[config.mk]
export PLATFORM = sky130hd
export DESIGN_NAME = vibration_stddev_detector_unit
export DESIGN_NICKNAME = d
export VERILOG_FILES = /design/src/vsd_pkg.sv /design/src/vsd_mul.sv /design/src/vsd_sqrt.sv /design/src/vibration_stddev_detector_unit.sv
export SDC_FILE = /design/constraint.sdc
export NUM_CORES = 1
export LEC_CHECK = 0
export BUFFER_PORTS_ARGS = -buffer_cell sky130_fd_sc_hd__buf_2
export CORE_MARGIN = 5
export CORE_UTILIZATION = 45
export CTS_CLUSTER_SIZE = 8
export DETAILED_ROUTE_END_ITERATION = 8
export GPL_TIMING_DRIVEN = 0
export PLACE_DENSITY = 0.61
export SYNTH_ARGS = -nofsm -noshare
export SYNTH_HDL_FRONTEND = slang
export SYNTH_SLANG_ARGS = --single-unit
[constraint.sdc]
create_clock -name clock -period 6.65 [get_ports clock]
set_clock_uncertainty 0.1 [all_clocks]
set_input_delay 0 -clock clock [delete_from_list [all_inputs] [get_ports clock]]
set_output_delay 0 -clock clock [all_outputs]
set_load 0.03 [all_outputs]
[src/vsd_pkg.sv]
`timescale 1ns / 1ps
// ----------------------------------------------------------------------------
// vsd_pkg: shared widths and constants of the vibration deviation detector
// Field widths, accumulator widths sized for the largest window, and the
// operand widths of the serial multiplier and square-root units.
// ----------------------------------------------------------------------------
package vsd_pkg;

   // Stream fields
   localparam int SAMPLE_W = 16;
   localparam int THR_W    = 16;
   localparam int Q4_W     = 19;

   // Accumulators, sized for a window of up to 64 samples
   localparam int SUM_W    = 22;
   localparam int SUMSQ_W  = 38;

   // Window spread D = W*sumsq - sum^2, and the root of 256*D
   localparam int DEV_W    = 44;
   localparam int ROOT_W   = 26;
   localparam int RAD_W    = 2 * ROOT_W;

   // Serial multiplier operands and product
   localparam int MUL_A_W  = SUMSQ_W;
   localparam int MUL_B_W  = SUM_W;
   localparam int MUL_P_W  = MUL_A_W + MUL_B_W;

   // Threshold after reset
   localparam logic [THR_W-1:0] THR_RESET = 16'd500;

   typedef logic [SAMPLE_W-1:0] sample_type;
   typedef logic [DEV_W-1:0]    dev_type;
   typedef logic [ROOT_W-1:0]   root_type;

endpackage

[src/vsd_mul.sv]
`timescale 1ns / 1ps
// ----------------------------------------------------------------------------
// vsd_mul: unsigned shift-and-add multiplier, one multiplier bit per cycle
// A start pulse captures both operands; the product is valid while done is
// high.
// ----------------------------------------------------------------------------
module vsd_mul (
   input  logic                        clock,
   input  logic                        reset,
   input  logic                        start,
   input  logic [vsd_pkg::MUL_A_W-1:0] op_a,
   input  logic [vsd_pkg::MUL_B_W-1:0] op_b,
   output logic                        done,
   output logic [vsd_pkg::MUL_P_W-1:0] prod
);
   import vsd_pkg::*;

   localparam int CNT_W = $clog2(MUL_B_W);
   localparam logic [CNT_W-1:0] CNT_LAST = CNT_W'(MUL_B_W - 1);

   logic [MUL_A_W-1:0] a_ff;
   logic [MUL_P_W-1:0] prod_ff, prod_in;
   logic [CNT_W-1:0]   cnt_ff;
   logic               run_ff, done_ff;
   logic [MUL_A_W:0]   upper;

   // Add the multiplicand under the current multiplier bit, then shift right
   always_comb begin
      upper   = {1'b0, prod_ff[MUL_P_W-1:MUL_B_W]}
              + ({1'b0, a_ff} & {(MUL_A_W + 1){prod_ff[0]}});
      prod_in = {upper, prod_ff[MUL_B_W-1:1]};
   end

   always_ff @(posedge clock) begin
      if (reset) begin
         run_ff  <= 1'b0;
         done_ff <= 1'b0;
         cnt_ff  <= '0;
      end else begin
         done_ff <= run_ff && (cnt_ff == CNT_LAST);
         if (start) begin
            run_ff <= 1'b1;
            cnt_ff <= '0;
         end else if (run_ff) begin
            cnt_ff <= cnt_ff + 1'b1;
            if (cnt_ff == CNT_LAST) begin
               run_ff <= 1'b0;
            end
         end
      end
   end

   // Operand capture and product shift register
   always_ff @(posedge clock) begin
      if (start) begin
         a_ff    <= op_a;
         prod_ff <= {{MUL_A_W{1'b0}}, op_b};
      end else if (run_ff) begin
         prod_ff <= prod_in;
      end
   end

   assign done = done_ff;
   assign prod = prod_ff;

endmodule

[src/vsd_sqrt.sv]
`timescale 1ns / 1ps
// ----------------------------------------------------------------------------
// vsd_sqrt: restoring integer square root of 256*D, one root bit per cycle
// Two radicand bits enter the partial remainder each cycle; the floor of the
// root is valid while done is high.
// ----------------------------------------------------------------------------
module vsd_sqrt (
   input  logic               clock,
   input  logic               reset,
   input  logic               start,
   input  vsd_pkg::dev_type   dev,
   output logic               done,
   output vsd_pkg::root_type  root
);
   import vsd_pkg::*;

   localparam int REM_W = ROOT_W + 2;
   localparam int CNT_W = $clog2(ROOT_W);
   localparam logic [CNT_W-1:0] CNT_LAST = CNT_W'(ROOT_W - 1);

   logic [RAD_W-1:0]  rad_ff;
   logic [REM_W-1:0]  rem_ff, rem_in;
   logic [ROOT_W-1:0] root_ff, root_in;
   logic [CNT_W-1:0]  cnt_ff;
   logic              run_ff, done_ff;
   logic [REM_W+1:0]  rem_t, trial;

   // Try subtracting 4*root+1 from the widened remainder
   always_comb begin
      rem_t = {rem_ff, rad_ff[RAD_W-1:RAD_W-2]};
      trial = {2'b00, root_ff, 2'b01};
      if (rem_t >= trial) begin
         rem_in  = REM_W'(rem_t - trial);
         root_in = {root_ff[ROOT_W-2:0], 1'b1};
      end else begin
         rem_in  = REM_W'(rem_t);
         root_in = {root_ff[ROOT_W-2:0], 1'b0};
      end
   end

   always_ff @(posedge clock) begin
      if (reset) begin
         run_ff  <= 1'b0;
         done_ff <= 1'b0;
         cnt_ff  <= '0;
      end else begin
         done_ff <= run_ff && (cnt_ff == CNT_LAST);
         if (start) begin
            run_ff <= 1'b1;
            cnt_ff <= '0;
         end else if (run_ff) begin
            cnt_ff <= cnt_ff + 1'b1;
            if (cnt_ff == CNT_LAST) begin
               run_ff <= 1'b0;
            end
         end
      end
   end

   // Radicand, remainder and root shift registers
   always_ff @(posedge clock) begin
      if (start) begin
         rad_ff  <= {dev, {(RAD_W - DEV_W){1'b0}}};
         rem_ff  <= '0;
         root_ff <= '0;
      end else if (run_ff) begin
         rad_ff  <= {rad_ff[RAD_W-3:0], 2'b00};
         rem_ff  <= rem_in;
         root_ff <= root_in;
      end
   end

   assign done = done_ff;
   assign root = root_ff;

endmodule

[src/vibration_stddev_detector_unit.sv]
`timescale 1ns / 1ps
// ----------------------------------------------------------------------------
// vibration_stddev_detector_unit: windowed standard deviation and threshold
// Takes one unsigned sample per beat; after each non-overlapping window of
// WINDOW samples it returns the deviation (4 fraction bits) and a flag.
// ----------------------------------------------------------------------------
// Usage:
//   req_*  : one 16-bit sample per beat. Ready is high only while idle.
//   rsp_*  : one beat per completed window, none for the other samples.
//   csr_*  : threshold register, always ready; write it while idle.
// Sequence:
//   Each sample is squared by the 22-step serial multiplier before the next
//   sample is taken. The sample that closes a window adds four more serial
//   multiplies (W*sumsq, sum^2, W*thr, its square), then the square root
//   and the division by WINDOW, before the result beat.
// Reset:
//   Clears the accumulators and the sample count, empties the output register
//   and sets the threshold to 500.
// Stall:
//   A result waits in the output register; the block keeps taking samples of
//   the next window and holds only if a second result is ready before the
//   first has been taken.
// ----------------------------------------------------------------------------
module vibration_stddev_detector_unit #(
   parameter int WINDOW = 10
) (
   input  logic        clock,
   input  logic        reset,
   // Threshold write channel
   input  logic        csr_valid,
   output logic        csr_ready,
   input  logic [15:0] csr_data,    // [15:0] vibration_threshold
   // Sample channel
   input  logic        req_tvalid,
   output logic        req_tready,
   input  logic [15:0] req_tdata,   // [15:0] sample
   // Result channel
   output logic        rsp_tvalid,
   input  logic        rsp_tready,
   output logic [23:0] rsp_tdata    // [18:0] intensity_q4, [19] vibration_on, [23:20] zero
);
   import vsd_pkg::*;

   localparam int CNT_W  = (WINDOW > 2) ? $clog2(WINDOW) : 1;
   localparam logic [CNT_W-1:0] CNT_LAST = CNT_W'(WINDOW - 1);
   localparam int DREM_W = $clog2(WINDOW + 1);
   localparam logic [DREM_W:0] DIVISOR = (DREM_W + 1)'(WINDOW);
   localparam int DCNT_W = $clog2(ROOT_W);
   localparam logic [DCNT_W-1:0] DCNT_LAST = DCNT_W'(ROOT_W - 1);

   // Sequencer states
   localparam logic [3:0] S_IDLE = 4'd0;
   localparam logic [3:0] S_SQR  = 4'd1;
   localparam logic [3:0] S_WSQ  = 4'd2;
   localparam logic [3:0] S_SUM2 = 4'd3;
   localparam logic [3:0] S_WTH  = 4'd4;
   localparam logic [3:0] S_LIM  = 4'd5;
   localparam logic [3:0] S_ROOT = 4'd6;
   localparam logic [3:0] S_DIV  = 4'd7;
   localparam logic [3:0] S_PUSH = 4'd8;

   logic [3:0]         state_ff, state_in;
   logic [THR_W-1:0]   thr_ff;
   sample_type         samp_ff;
   logic [CNT_W-1:0]   cnt_ff;
   logic [SUM_W-1:0]   sum_ff, sum_add;
   logic [SUMSQ_W-1:0] sumsq_ff, sumsq_add;
   dev_type            dev_ff;
   logic               flag_ff;
   root_type           dq_ff;
   logic [DREM_W-1:0]  drem_ff;
   logic [DCNT_W-1:0]  dcnt_ff;
   logic [DREM_W:0]    dtrial;
   logic               dbit;
   logic               rsp_valid_ff;
   logic [Q4_W-1:0]    rsp_q4_ff;
   logic               rsp_flag_ff;

   logic               mul_start, mul_done;
   logic [MUL_A_W-1:0] mul_a;
   logic [MUL_B_W-1:0] mul_b;
   logic [MUL_P_W-1:0] mul_prod;
   logic               sqrt_start, sqrt_done;
   root_type           sqrt_root;
   logic               push;

   vsd_mul u_mul (
      .clock (clock),
      .reset (reset),
      .start (mul_start),
      .op_a  (mul_a),
      .op_b  (mul_b),
      .done  (mul_done),
      .prod  (mul_prod)
   );

   vsd_sqrt u_sqrt (
      .clock (clock),
      .reset (reset),
      .start (sqrt_start),
      .dev   (dev_ff),
      .done  (sqrt_done),
      .root  (sqrt_root)
   );

   assign sum_add   = sum_ff + SUM_W'(samp_ff);
   assign sumsq_add = sumsq_ff + mul_prod[SUMSQ_W-1:0];
   assign push      = (state_ff == S_PUSH) && (!rsp_valid_ff || rsp_tready);

   // One restoring division step by WINDOW
   assign dtrial = {drem_ff, dq_ff[ROOT_W-1]};
   assign dbit   = (dtrial >= DIVISOR);

   // Sequencer: next state and unit launches
   always_comb begin
      state_in   = state_ff;
      mul_start  = 1'b0;
      mul_a      = '0;
      mul_b      = '0;
      sqrt_start = 1'b0;
      unique case (state_ff)
         S_IDLE: begin
            if (req_tvalid) begin
               mul_start = 1'b1;
               mul_a     = MUL_A_W'(req_tdata);
               mul_b     = MUL_B_W'(req_tdata);
               state_in  = S_SQR;
            end
         end
         S_SQR: begin
            if (mul_done) begin
               if (cnt_ff == CNT_LAST) begin
                  mul_start = 1'b1;
                  mul_a     = sumsq_add;
                  mul_b     = MUL_B_W'(WINDOW);
                  state_in  = S_WSQ;
               end else begin
                  state_in  = S_IDLE;
               end
            end
         end
         S_WSQ: begin
            if (mul_done) begin
               mul_start = 1'b1;
               mul_a     = MUL_A_W'(sum_ff);
               mul_b     = sum_ff;
               state_in  = S_SUM2;
            end
         end
         S_SUM2: begin
            if (mul_done) begin
               mul_start = 1'b1;
               mul_a     = MUL_A_W'(thr_ff);
               mul_b     = MUL_B_W'(WINDOW);
               state_in  = S_WTH;
            end
         end
         S_WTH: begin
            if (mul_done) begin
               mul_start = 1'b1;
               mul_a     = MUL_A_W'(mul_prod[MUL_B_W-1:0]);
               mul_b     = mul_prod[MUL_B_W-1:0];
               state_in  = S_LIM;
            end
         end
         S_LIM: begin
            if (mul_done) begin
               sqrt_start = 1'b1;
               state_in   = S_ROOT;
            end
         end
         S_ROOT: begin
            if (sqrt_done) begin
               state_in = S_DIV;
            end
         end
         S_DIV: begin
            if (dcnt_ff == DCNT_LAST) begin
               state_in = S_PUSH;
            end
         end
         S_PUSH: begin
            if (push) begin
               state_in = S_IDLE;
            end
         end
         default: state_in = S_IDLE;
      endcase
   end

   // Control state
   always_ff @(posedge clock) begin
      if (reset) begin
         state_ff     <= S_IDLE;
         thr_ff       <= THR_RESET;
         cnt_ff       <= '0;
         sum_ff       <= '0;
         sumsq_ff     <= '0;
         rsp_valid_ff <= 1'b0;
      end else begin
         state_ff <= state_in;
         if (csr_valid) begin
            thr_ff <= csr_data;
         end
         // Fold the squared sample into the window, or close the window
         if (state_ff == S_SQR && mul_done) begin
            sum_ff   <= sum_add;
            sumsq_ff <= sumsq_add;
            cnt_ff   <= (cnt_ff == CNT_LAST) ? '0 : cnt_ff + 1'b1;
         end
         if (state_ff == S_SUM2 && mul_done) begin
            sum_ff   <= '0;
            sumsq_ff <= '0;
         end
         if (push) begin
            rsp_valid_ff <= 1'b1;
         end else if (rsp_tready) begin
            rsp_valid_ff <= 1'b0;
         end
      end
   end

   // Datapath registers
   always_ff @(posedge clock) begin
      if (state_ff == S_IDLE && req_tvalid) begin
         samp_ff <= req_tdata;
      end
      if (state_ff == S_WSQ && mul_done) begin
         dev_ff <= mul_prod[DEV_W-1:0];
      end
      if (state_ff == S_SUM2 && mul_done) begin
         dev_ff <= dev_ff - mul_prod[DEV_W-1:0];
      end
      if (state_ff == S_LIM && mul_done) begin
         flag_ff <= (dev_ff > mul_prod[DEV_W-1:0]);
      end
      // Load the root, then shift out one quotient bit per cycle
      if (state_ff == S_ROOT && sqrt_done) begin
         dq_ff   <= sqrt_root;
         drem_ff <= '0;
         dcnt_ff <= '0;
      end else if (state_ff == S_DIV) begin
         dq_ff   <= {dq_ff[ROOT_W-2:0], dbit};
         drem_ff <= dbit ? DREM_W'(dtrial - DIVISOR) : DREM_W'(dtrial);
         dcnt_ff <= dcnt_ff + 1'b1;
      end
      if (push) begin
         rsp_q4_ff   <= dq_ff[Q4_W-1:0];
         rsp_flag_ff <= flag_ff;
      end
   end

   assign csr_ready  = 1'b1;
   assign req_tready = (state_ff == S_IDLE);
   assign rsp_tvalid = rsp_valid_ff;
   assign rsp_tdata  = {4'b0000, rsp_flag_ff, rsp_q4_ff};

   // An accepted sample always starts its squaring pass
   a_accept_squares: assert property (@(posedge clock) disable iff (reset)
      (req_tvalid && req_tready) |=> (state_ff == S_SQR))
      else $error("accepted sample did not start squaring");

   // Multiplier results only arrive in a multiply state
   a_mul_done_state: assert property (@(posedge clock) disable iff (reset)
      mul_done |-> (state_ff == S_SQR || state_ff == S_WSQ || state_ff == S_SUM2
                    || state_ff == S_WTH || state_ff == S_LIM))
      else $error("multiplier finished outside a multiply state");

   // A finished window waits while the output register is full and stalled
   a_push_holds: assert property (@(posedge clock) disable iff (reset)
      (state_ff == S_PUSH && rsp_tvalid && !rsp_tready) |=> (state_ff == S_PUSH))
      else $error("result overwrote a stalled output beat");

endmodule

# Yosys cells after proc, flatten, opt, wreduce, memory -nomap -nowiden
# Index checks and enable logic that the tools add are counted.
dict set report word_totals {
  ff_bits 411
  latchBits 0
  ram_bits 0
  romBits 0
  in_bits 37
  out_inout_bits 27
  wordCells 136
  memories 0
}
dict set report classes {
  add_sub_neg 10
  mul 0
  div_mod_pow 0
  magnitude_cmp 3
  n_eq_ne 22
  shift 0
  n_mux 51
  bitwise 1
  reduce_logical 23
}
# cell count
set ops {}
lappend ops {{38-bit one-hot mux with 5 select lines} 1}
lappend ops {{22-bit 2-to-1 mux} 6}
lappend ops {{22-bit one-hot mux with 5 select lines} 1}
lappend ops {{52-bit 2-to-1 mux} 2}
lappend ops {{44-bit 2-to-1 mux} 2}
lappend ops {{38-bit 2-to-1 mux} 2}
lappend ops {{4-bit 2-to-1 mux} 14}
lappend ops {{26-bit 2-to-1 mux} 2}
lappend ops {{16-bit 2-to-1 mux} 3}
lappend ops {{44-bit greater-than comparator} 1}
lappend ops {{44-bit subtractor} 1}
lappend ops {{38-bit by 39-bit adder with 39-bit output} 1}
lappend ops {{38-bit by 39-bit AND with 39-bit output} 1}
lappend ops {{38-bit adder} 1}
lappend ops {{4-bit one-hot mux with 9 select lines} 1}
lappend ops {{30-bit by 28-bit greater-or-equal comparator with 1-bit output} 1}
lappend ops {{28-bit 2-to-1 mux} 1}
lappend ops {{28-bit subtractor} 1}
lappend ops {{22-bit by 16-bit adder with 22-bit output} 1}
lappend ops {{4-bit by 3-bit equality test with 1-bit output, second input constant} 4}
lappend ops {{5-bit by 1-bit adder with 5-bit output, second input constant} 3}
lappend ops {{5-bit equality test, second input constant} 3}
lappend ops {{1-bit 2-to-1 mux} 14}
lappend ops {{2-bit by 1-bit inequality test with 1-bit output, second input constant} 6}
lappend ops {{19 further kinds} 37}

# Longest topological paths before layout
# Gate-level depths: netlist of the first run.
dict set report depth {
  ltp_word 6
  depth_mapped 15
  ltp_nobuf 13
}

# Cells and area by module
# From an unflattened synthesis of the first run, not the netlist that was laid out.
dict set report unflattened {
  hier_cells 2884
  hier_area_um2 25927.4
}
# mod n_inst cells_each area_per_inst_um2 seq_area_each_um2
set by_module_without_submodules {}
lappend by_module_without_submodules {vibration_stddev_detector_unit 1 1670 13863.3 5094.9}
lappend by_module_without_submodules {vsd_sqrt 1 606 6033.3 2542.4}
lappend by_module_without_submodules {vsd_mul 1 608 6030.8 2702.6}

# Worst setup path before layout of the first run
# No wires, ideal clock.
dict set report synth_timing {
  path_type {reg-to-reg}
  startpoint {register state_ff[2]}
  endpoint {register u_mul.a_ff[0], enable pin}
  setup_time_ns 0.417
  arrival_ns 4.001
  t_required_ns 6.133
  path_slack_ns 2.131
  path_stages_with_launch 9
  path_buffers 4
  period_less_slack_ns 4.519
  path_cell_list {dfxtp_1 > clkbuf_1 > nor2_1 > and3_1 > clkbuf_1 > nor4_2 > inv_2 > buf_2 > buf_1}
}
dict set report synth_between {
  elab_chain_cells 3
  word_cells_on_any_way 7
  classes_between {eq/ne (4); mux (1); reduce/logical (2)}
}
# item line_no
set synth_lines {}
lappend synth_lines {{from (decl)} vibration_stddev_detector_unit.sv:62} ;# logic [3:0] state_ff, state_in;
lappend synth_lines {{from (signal assigned)} vibration_stddev_detector_unit.sv:201} ;# state_ff <= state_in;
lappend synth_lines {{4-bit by 2-bit equality test with 1-bit output or 4-bit by 3-bit equality test with 1-bit output (tied branches)} vibration_stddev_detector_unit.sv:121} ;# unique case (state_ff)
lappend synth_lines {{3-bit OR reduction (no line)} --}
lappend synth_lines {{1-bit one-hot mux with 3 select lines (*)} vibration_stddev_detector_unit.sv:121}
lappend synth_lines {{via mul_start} vibration_stddev_detector_unit.sv:79} ;# logic mul_start, mul_done;
lappend synth_lines {{to (signal assigned)} vsd_mul.sv:56} ;# a_ff <= op_a;
lappend synth_lines {{to (decl)} vsd_mul.sv:21} ;# logic [MUL_A_W-1:0] a_ff;
# Mark *: on every way through the listed nets, which the timed path passes. The rest lies on a longest branch.
# A chain may end at the register's enable or synchronous reset.

# Worst setup path after layout of the first run
dict set report layout_timing {
  startpoint {register u_mul.prod_ff[0], in the netlist u_mul.prod[0]}
  endpoint {register u_mul.prod_ff[59], in the netlist u_mul.prod[59]}
}
dict set report layout_between {
  elab_chain_cells 2
}
# item line_no
set layout_lines {}
lappend layout_lines {{from (decl)} vsd_mul.sv:22} ;# logic [MUL_P_W-1:0] prod_ff, prod_in;
lappend layout_lines {{from (signal assigned)} vsd_mul.sv:57} ;# prod_ff <= {{MUL_A_W{1'b0}}, op_b};
lappend layout_lines {{from (signal assigned)} vsd_mul.sv:59} ;# prod_ff <= prod_in;
lappend layout_lines {{38-bit by 39-bit AND with 39-bit output} vsd_mul.sv:30} ;# + ({1'b0, a_ff} & {(MUL_A_W + 1){prod_ff[0]}});
lappend layout_lines {{38-bit by 39-bit adder with 39-bit output} vsd_mul.sv:30}
# Every way passes these cells.

==> results of run 1 <==
==> placed cells by master, fill, tap and decap left out, drive strengths merged, types with 5 or more instances in the layout <==
| cell type | count |
|---|---|
| a211o | 10 |
| a211oi | 37 |
| a21boi | 7 |
| a21o | 83 |
| a21oi | 196 |
| a221oi | 5 |
| a222oi | 28 |
| a22oi | 8 |
| a31o | 5 |
| a31oi | 23 |
| and2 | 53 |
| and3 | 27 |
| buf | 87 |
| clkbuf | 195 |
| conb | 5 |
| dfxtp | 200 |
| dlygate4sd3 | 37 |
| edfxtp | 211 |
| ha | 170 |
| inv | 126 |
| mux2i | 76 |
| nand2 | 405 |
| nand2b | 24 |
| nand3 | 65 |
| nand4 | 29 |
| nor2 | 212 |
| nor2b | 36 |
| nor3 | 49 |
| nor3b | 6 |
| o211ai | 19 |
| o21a | 20 |
| o21ai | 189 |
| o21bai | 10 |
| o31ai | 16 |
| or2 | 7 |
| or3 | 11 |
| xnor2 | 88 |
| xor2 | 65 |
==> power groups by stage <==
stage | Clock (W) | Sequential [W] | Combinational, W
CTS | 0.00281 | 0.00325 | 0.00261
finish | 0.00276 | 0.00327 | 0.00264
global placement | 0 | 0.00330 | 0.00252
detailed placement | 0 | 0.00330 | 0.00258
floorplan | 0 | 0.00314 | 0.00200
global route | 0.00293 | 0.00328 | 0.00293
==> stage by stage <==
stage	cells	area [um^2]	hold WS, ps
after floorplan	2715	24400	-1.13
after global placement	3469	25600	108
after detailed placement	3473	25700	116
after CTS	3614	27700	0.736
after global routing	3614	27700	48.1
final	3614	27700	35.2
==> cells by family (layout without fill, tap and decap cells) <==
logic type / after synthesis / in the layout / synth area share
and+or+nand+nor: 948 / 948 / 0.176
AOI/OAI and AO/OA: 703 / 703 / 0.185
DFF: 411 / 411 / 0.423
buffers and inverters: 244 / 447 / 0.0386
adders and majority gates: 174 / 174 / 0.0903
xor gates and xnor gates: 153 / 153 / 0.0548
muxes: 77 / 77 / 0.0316
other: 2 / 5 / 0.000307
==> critical path: cells and delay by family (launching register included) <==
kind            cells  cell delay [ps]
compound gates      7             2330
simple gates        4              720
fa+ha+maj           2              660
flops               1              580
buf+inv             1              370
==> sequential cells by signal, summed over array words and instances, names as in the netlist, 4 cells and up <==
| name | flops |
|---|---|
| u_sqrt.root | 26 |
| u_mul.cnt_ff | 5 |
| u_sqrt.cnt_ff | 5 |
| dcnt_ff | 5 |
| cnt_ff | 4 |
| u_mul.a_ff | 38 |
| sumsq_ff | 38 |
| drem_ff | 4 |
| u_sqrt.rem_ff | 28 |
| state_ff | 4 |
| dq_ff | 26 |
| rsp_q4_ff | 19 |
| samp_ff | 16 |
| sum_ff | 22 |
| dev_ff | 44 |
| thr_ff | 16 |
| u_mul.prod | 60 |
| u_sqrt.rad_ff | 44 |
==> metal layers <==
| layer | wire [um] | vias up |
|---|---|---|
| met1 | 31400 | 9854 |
| met4 | 3090 | 0 |
| li1 | - | 10083 |
| met5 | 0 | - |
| met3 | 3740 | 146 |
| met2 | 33500 | 635 |
==> area by class of cell <==
cell class / count / area [um^2] / area share
Multi-Input combinational cell: 2060 / 13200 / 0.475
Sequential cell: 411 / 10300 / 0.373
Clock buffer: 101 / 1600 / 0.0578
Tap cell: 696 / 871 / 0.0314
Timing Repair Buffer: 99 / 731 / 0.0263
Buffer: 119 / 477 / 0.0172
Inverter: 125 / 469 / 0.0169
Clock inverter: 3 / 66.3 / 0.00239
==> worst min path at each step <==
stage | start | to | slack [ps] | cells after the start
3_5_place_dp | csr_data[5] | thr_ff[5]$_SDFFE_PP1P_ | 120 | 2
4_1_cts | csr_data[6] | thr_ff[6]$_SDFFE_PP1P_ | 0.7 | 3
5_1_grt | req_tdata[3] | samp_ff[3]$_DFFE_PP_ | 50 | 2
6_report | csr_data[7] | thr_ff[7]$_SDFFE_PP1P_ | 40 | 3
3_3_place_gp | csr_data[2] | thr_ff[2]$_SDFFE_PP1P_ | 110 | 2
2_1_floorplan | req_tdata[0] | samp_ff[0]$_DFFE_PP_ | -1 | 0
==> flow_summary.ini, run 1 <==
[sta]
fmax_mhz = 204
slew_headroom = 0.0764
fin_crit_ps = 4890
finalSetupTns_ps = 0
finalMaxSlewViolations = 0
report.final.setup_viol = 0
hold_viol = 0
finalCritPeriodShare = 0.736
rsz0062_at_grt = no
tightest_slew_ps = 1390
setup_slack_ps = 1760

[worst_setup_path]
worst-path-max-fanout = 10
max_stage_delay_ps = 770
start_kind = flop
arrival_ps = 5270
r2r-start = u_mul.prod[0]$_DFFE_PP_
path_cells = clkbuf_1 > and2_1 > ha_1 > fa_1 > a211oi_1 > o21a_1 > nor3_1 > o21ai_1 > nand4_1 > a311oi_1 > o21ai_1 > a31oi_1 > o21ai_0 > nor3b_1
crit_top_cell = o21ai_1
r2r_slack_ps = 1760
end_kind = flop
reg2regPathDepth = 14
slowest_stage = a311oi_1
r2r-end = u_mul.prod[59]$_SDFFE_PP0P_
startpoint = u_mul.prod[0]$_DFFE_PP_
crit_type = reg2reg
endpoint = u_mul.prod[59]$_SDFFE_PP0P_
cp.required_ps = 7030

[power_and_ir_drop]
powerDensity_nw_per_um2 = 312
p_total_w = 0.00866
p_leak_nw = 11.2
p_sw_w = 0.00303
p_int_w = 0.00563
p_seq_frac = 0.377
comb_power_share = 0.304
peakVddDrop_mv = 0.209
clock_power_share = 0.319
switching_share = 0.350

[clock_tree]
clock_sinks = 411
post_cts_buffers = 0
clk_pin_slew_ps = 50
cts-hold-fix-buffers = 37
root_buffer = clkbuf_16
clock_path_buffers = 3
cts.htree.levels = 2
clk_latency_ps = 620
cts_buffers = 57
cts_tree = yes
ctsResizeCount = 0

[placement]
hpwlAfterDp_um = 54500
io_buffers = 58
post-place-ws_ps = 1830
place_congestion = 0.956

[job]
drv_cap = 0

[global_routing]
overflow = 0
grt_most_used_layer = met2
antenna_found_initial = 0
grt_usage = 0.234
use_met1 = 0.305
grt_pass1_wl_um = 112000
grt_max_degree = 45
globalRouteMet3Util = 0.0264
met2_usage = 0.395
grt_pass1_vias = 20180

[logic_synthesis]
ys_warn_count = 0
synth_edf_count = 211
synthCells = 2712
avgSynthCellArea_um2 = 9.01
synth_top_cell_area_share = 0.259
yosys.area.top_type = edfxtp_1
yosys.cell_count.top_type = nand2_1
ys_ff_latch = 411
yosysSeqAreaShare = 0.423
async_flop_share = 0
synth.distinct_cells = 83
ys.flop_type = edfxtp_1
yosys-top-cells-count = nand2_1, nor2_1, edfxtp_1
ys_top_cells_by_area = edfxtp_1, dfxtp_1, ha_1
netlist_area_um2 = 24400

[die]
die_x_um = 243
fp-row-count = 85
dieArea_um2 = 59100
core_area_um2 = 53800
start_util = 0.454
die_h_um = 243
num_io_pins = 64

[worst_hold_path]
hold_class = in2reg

[layout]
synthToLayoutAreaGrowth_pct = 13.5
final_nets = 3084
fin_util = 0.515
drive_above_1_share = 0.0562
antenna_cells = 0
n_fill_cell = 4996

[drt]
first_pass_iters = 8
post-route-drc-count = 0
wirelength_um = 71700
drt_iter0_drc = 1864
vias = 20718
avgViaCountPerCell = 5.73
wl_per_cell_um = 19.8
antenna_left = 0

[status]
outcome = completed
No activity file was read; power rests on OpenSTA's default activity.
==> inputs of run 2 (changes only) <==
Settings changed: ABC_AREA set to 1, PLACE_DENSITY 0.61 to 0.63.
Clock period 6.65 ns to 4.1 ns, I/O delays scaled along.
==> flow_summary.ini, run 2 <==
[worst_setup_path]
crit_type = reg2reg
arrival_ps = 4220
cp.required_ps = 4520
cp_top_family = simple AND/OR/NAND/NOR gates
crit_top_cell = nand2_1
worst-path-max-fanout = 10
slowest_stage = edfxtp_1
end_kind = flop
max_stage_delay_ps = 700
path_cells = clkbuf_1 > nand2_1 > inv_1 > fa_1 > nand2_1 > o21bai_1 > nand2_1 > nand2_1 > nand3_1 > nand2_1 > nand2_1 > nand3_1 > nand3_1 > nand2_1 > inv_1
start_kind = flop
cp_num_buf_inv = 3

[clock_tree]
ctsResizeCount = 0
clk_latency_ps = 630
cts.htree.levels = 2
root_buffer = clkbuf_16
clock_sinks = 411
clock_path_buffers = 3
cts_tree = yes
post_cts_buffers = 0
clk_pin_slew_ps = 60
cts_buffers = 58
cts-hold-fix-buffers = 62

[placement]
post-place-ws_ps = 395
hpwlAfterDp_um = 73800
io_buffers = 57
place_congestion = 1.02

[logic_synthesis]
yosys-top-cells-count = nand2_1, inv_1, nor2_1
ys_top_cells_by_area = edfxtp_1, nand2_1, dfxtp_1
ys.flop_type = edfxtp_1
netlist_area_um2 = 27800
synth.distinct_cells = 50
ys_ff_latch = 411
ys_warn_count = 0
synth_edf_count = 211
yosys.cell_count.top_type = nand2_1
async_flop_share = 0
yosysSeqAreaShare = 0.372
synthCells = 4020
yosys.area.top_type = edfxtp_1
avgSynthCellArea_um2 = 6.91
synth_top_cell_area_share = 0.228

[drt]
antenna_left = 0
vias = 27062
wl_per_cell_um = 18.3
post-route-drc-count = 0
wirelength_um = 92300
drt_iter0_drc = 2440
avgViaCountPerCell = 5.37
first_pass_iters = 6

[status]
outcome = completed

[die]
fp-row-count = 91
start_util = 0.452
core_area_um2 = 61500
die_h_um = 259
num_io_pins = 64
die_x_um = 259
dieArea_um2 = 66800

[sta]
setup_slack_ps = 299
finalMaxSlewViolations = 0
hold_viol = 0
tightest_slew_ps = 1180
fin_crit_ps = 3800
rsz0062_at_grt = no
whs_ps = 15.4
finalCritPeriodShare = 0.927
fmax_mhz = 263
slew_headroom = 0.211
report.final.setup_viol = 0

[global_routing]
grt_max_degree = 48
grt_usage = 0.268
overflow = 0
grt_pass1_vias = 25390
antenna_found_initial = 0
grt_pass1_wl_um = 142000

[layout]
final_common_cell = nand2_1
synthToLayoutAreaGrowth_pct = 13.3
final_nets = 4416
largest_register_ffs = 60
layout_common_cells = nand2_1, inv_1, nor2_1
drive_above_1_share = 0.0541

[power_and_ir_drop]
powerDensity_nw_per_um2 = 590
p_total_w = 0.0186
peakVddDrop_mv = 0.386
p_leak_nw = 15.0

[worst_hold_path]
hold_class = in2reg

[job]
drv_cap = 0
[run 2: where the power goes]
part / switching (W) / internal [W] / total (W)
Combinational: 0.00567 / 0.00271 / 0.00838
Clock: 0.00188 / 0.00272 / 0.00460
Sequential: 0.000577 / 0.00504 / 0.00561
Total: 0.00813 / 0.0105 / 0.0186
[run 2: final timing paths]
path / depth (start not counted) / to / slack [ps] / start
hold / removal: 2 / samp_ff[14]$_DFFE_PP_ / 20 / req_tdata[14]
setup reg to reg: 15 / u_mul.prod[53]$_SDFFE_PP0P_ / 300 / u_mul.prod[0]$_DFFE_PP_
setup / recovery: 15 / u_mul.prod[53]$_SDFFE_PP0P_ / 300 / u_mul.prod[0]$_DFFE_PP_
hold reg to reg: 0 / rsp_q4_ff[6]$_DFFE_PP_ / 340 / dq_ff[6]$_DFFE_PP_
[run 2: cell type report]
type	count	area, um^2
clock inverter	3	55.1
clock buffer	104	1670
tap	790	988
inverter	572	2150
timing repair buffer	122	961
fill	6166	30000
buffer	96	479
sequential	411	10300
antenna	1	2.50
multi-input combinational	2944	14800
[run 2: metrics by stage]
step	std cells	cell area, um^2	TNS (ps)	util
finish	5043	31500	0	0.512
global route	5042	31500	0	0.512
CTS	5042	31500	0	0.512
detailed placement	4873	29100	0	0.474
global placement	4870	29100	-151400	0.473
floorplan	4023	27800	0	-
[run 2: layer usage]
metal | global-route usage | routed length [um] | vias to the layer above
li1 | - | - | 13535
met1 | 0.377 | 42100 | 12493
met2 | 0.439 | 41700 | 897
met3 | 0.0298 | 5930 | 137
met4 | 0.0744 | 2620 | 0
met5 | 0 | 0 | -
[run 2: cell families (layout without fill, tap and decap cells)]
family	after synthesis	after routing	share of synthesized area
adders and majority gates	174	174	0.0794
buffers and inverters	668	897	0.0945
DFF	411	411	0.372
AOI/OAI and AO/OA	704	704	0.140
xor gates and xnor gates	53	53	0.0167
other	2	6	0.000270
and+or+nand+nor	2008	2008	0.297
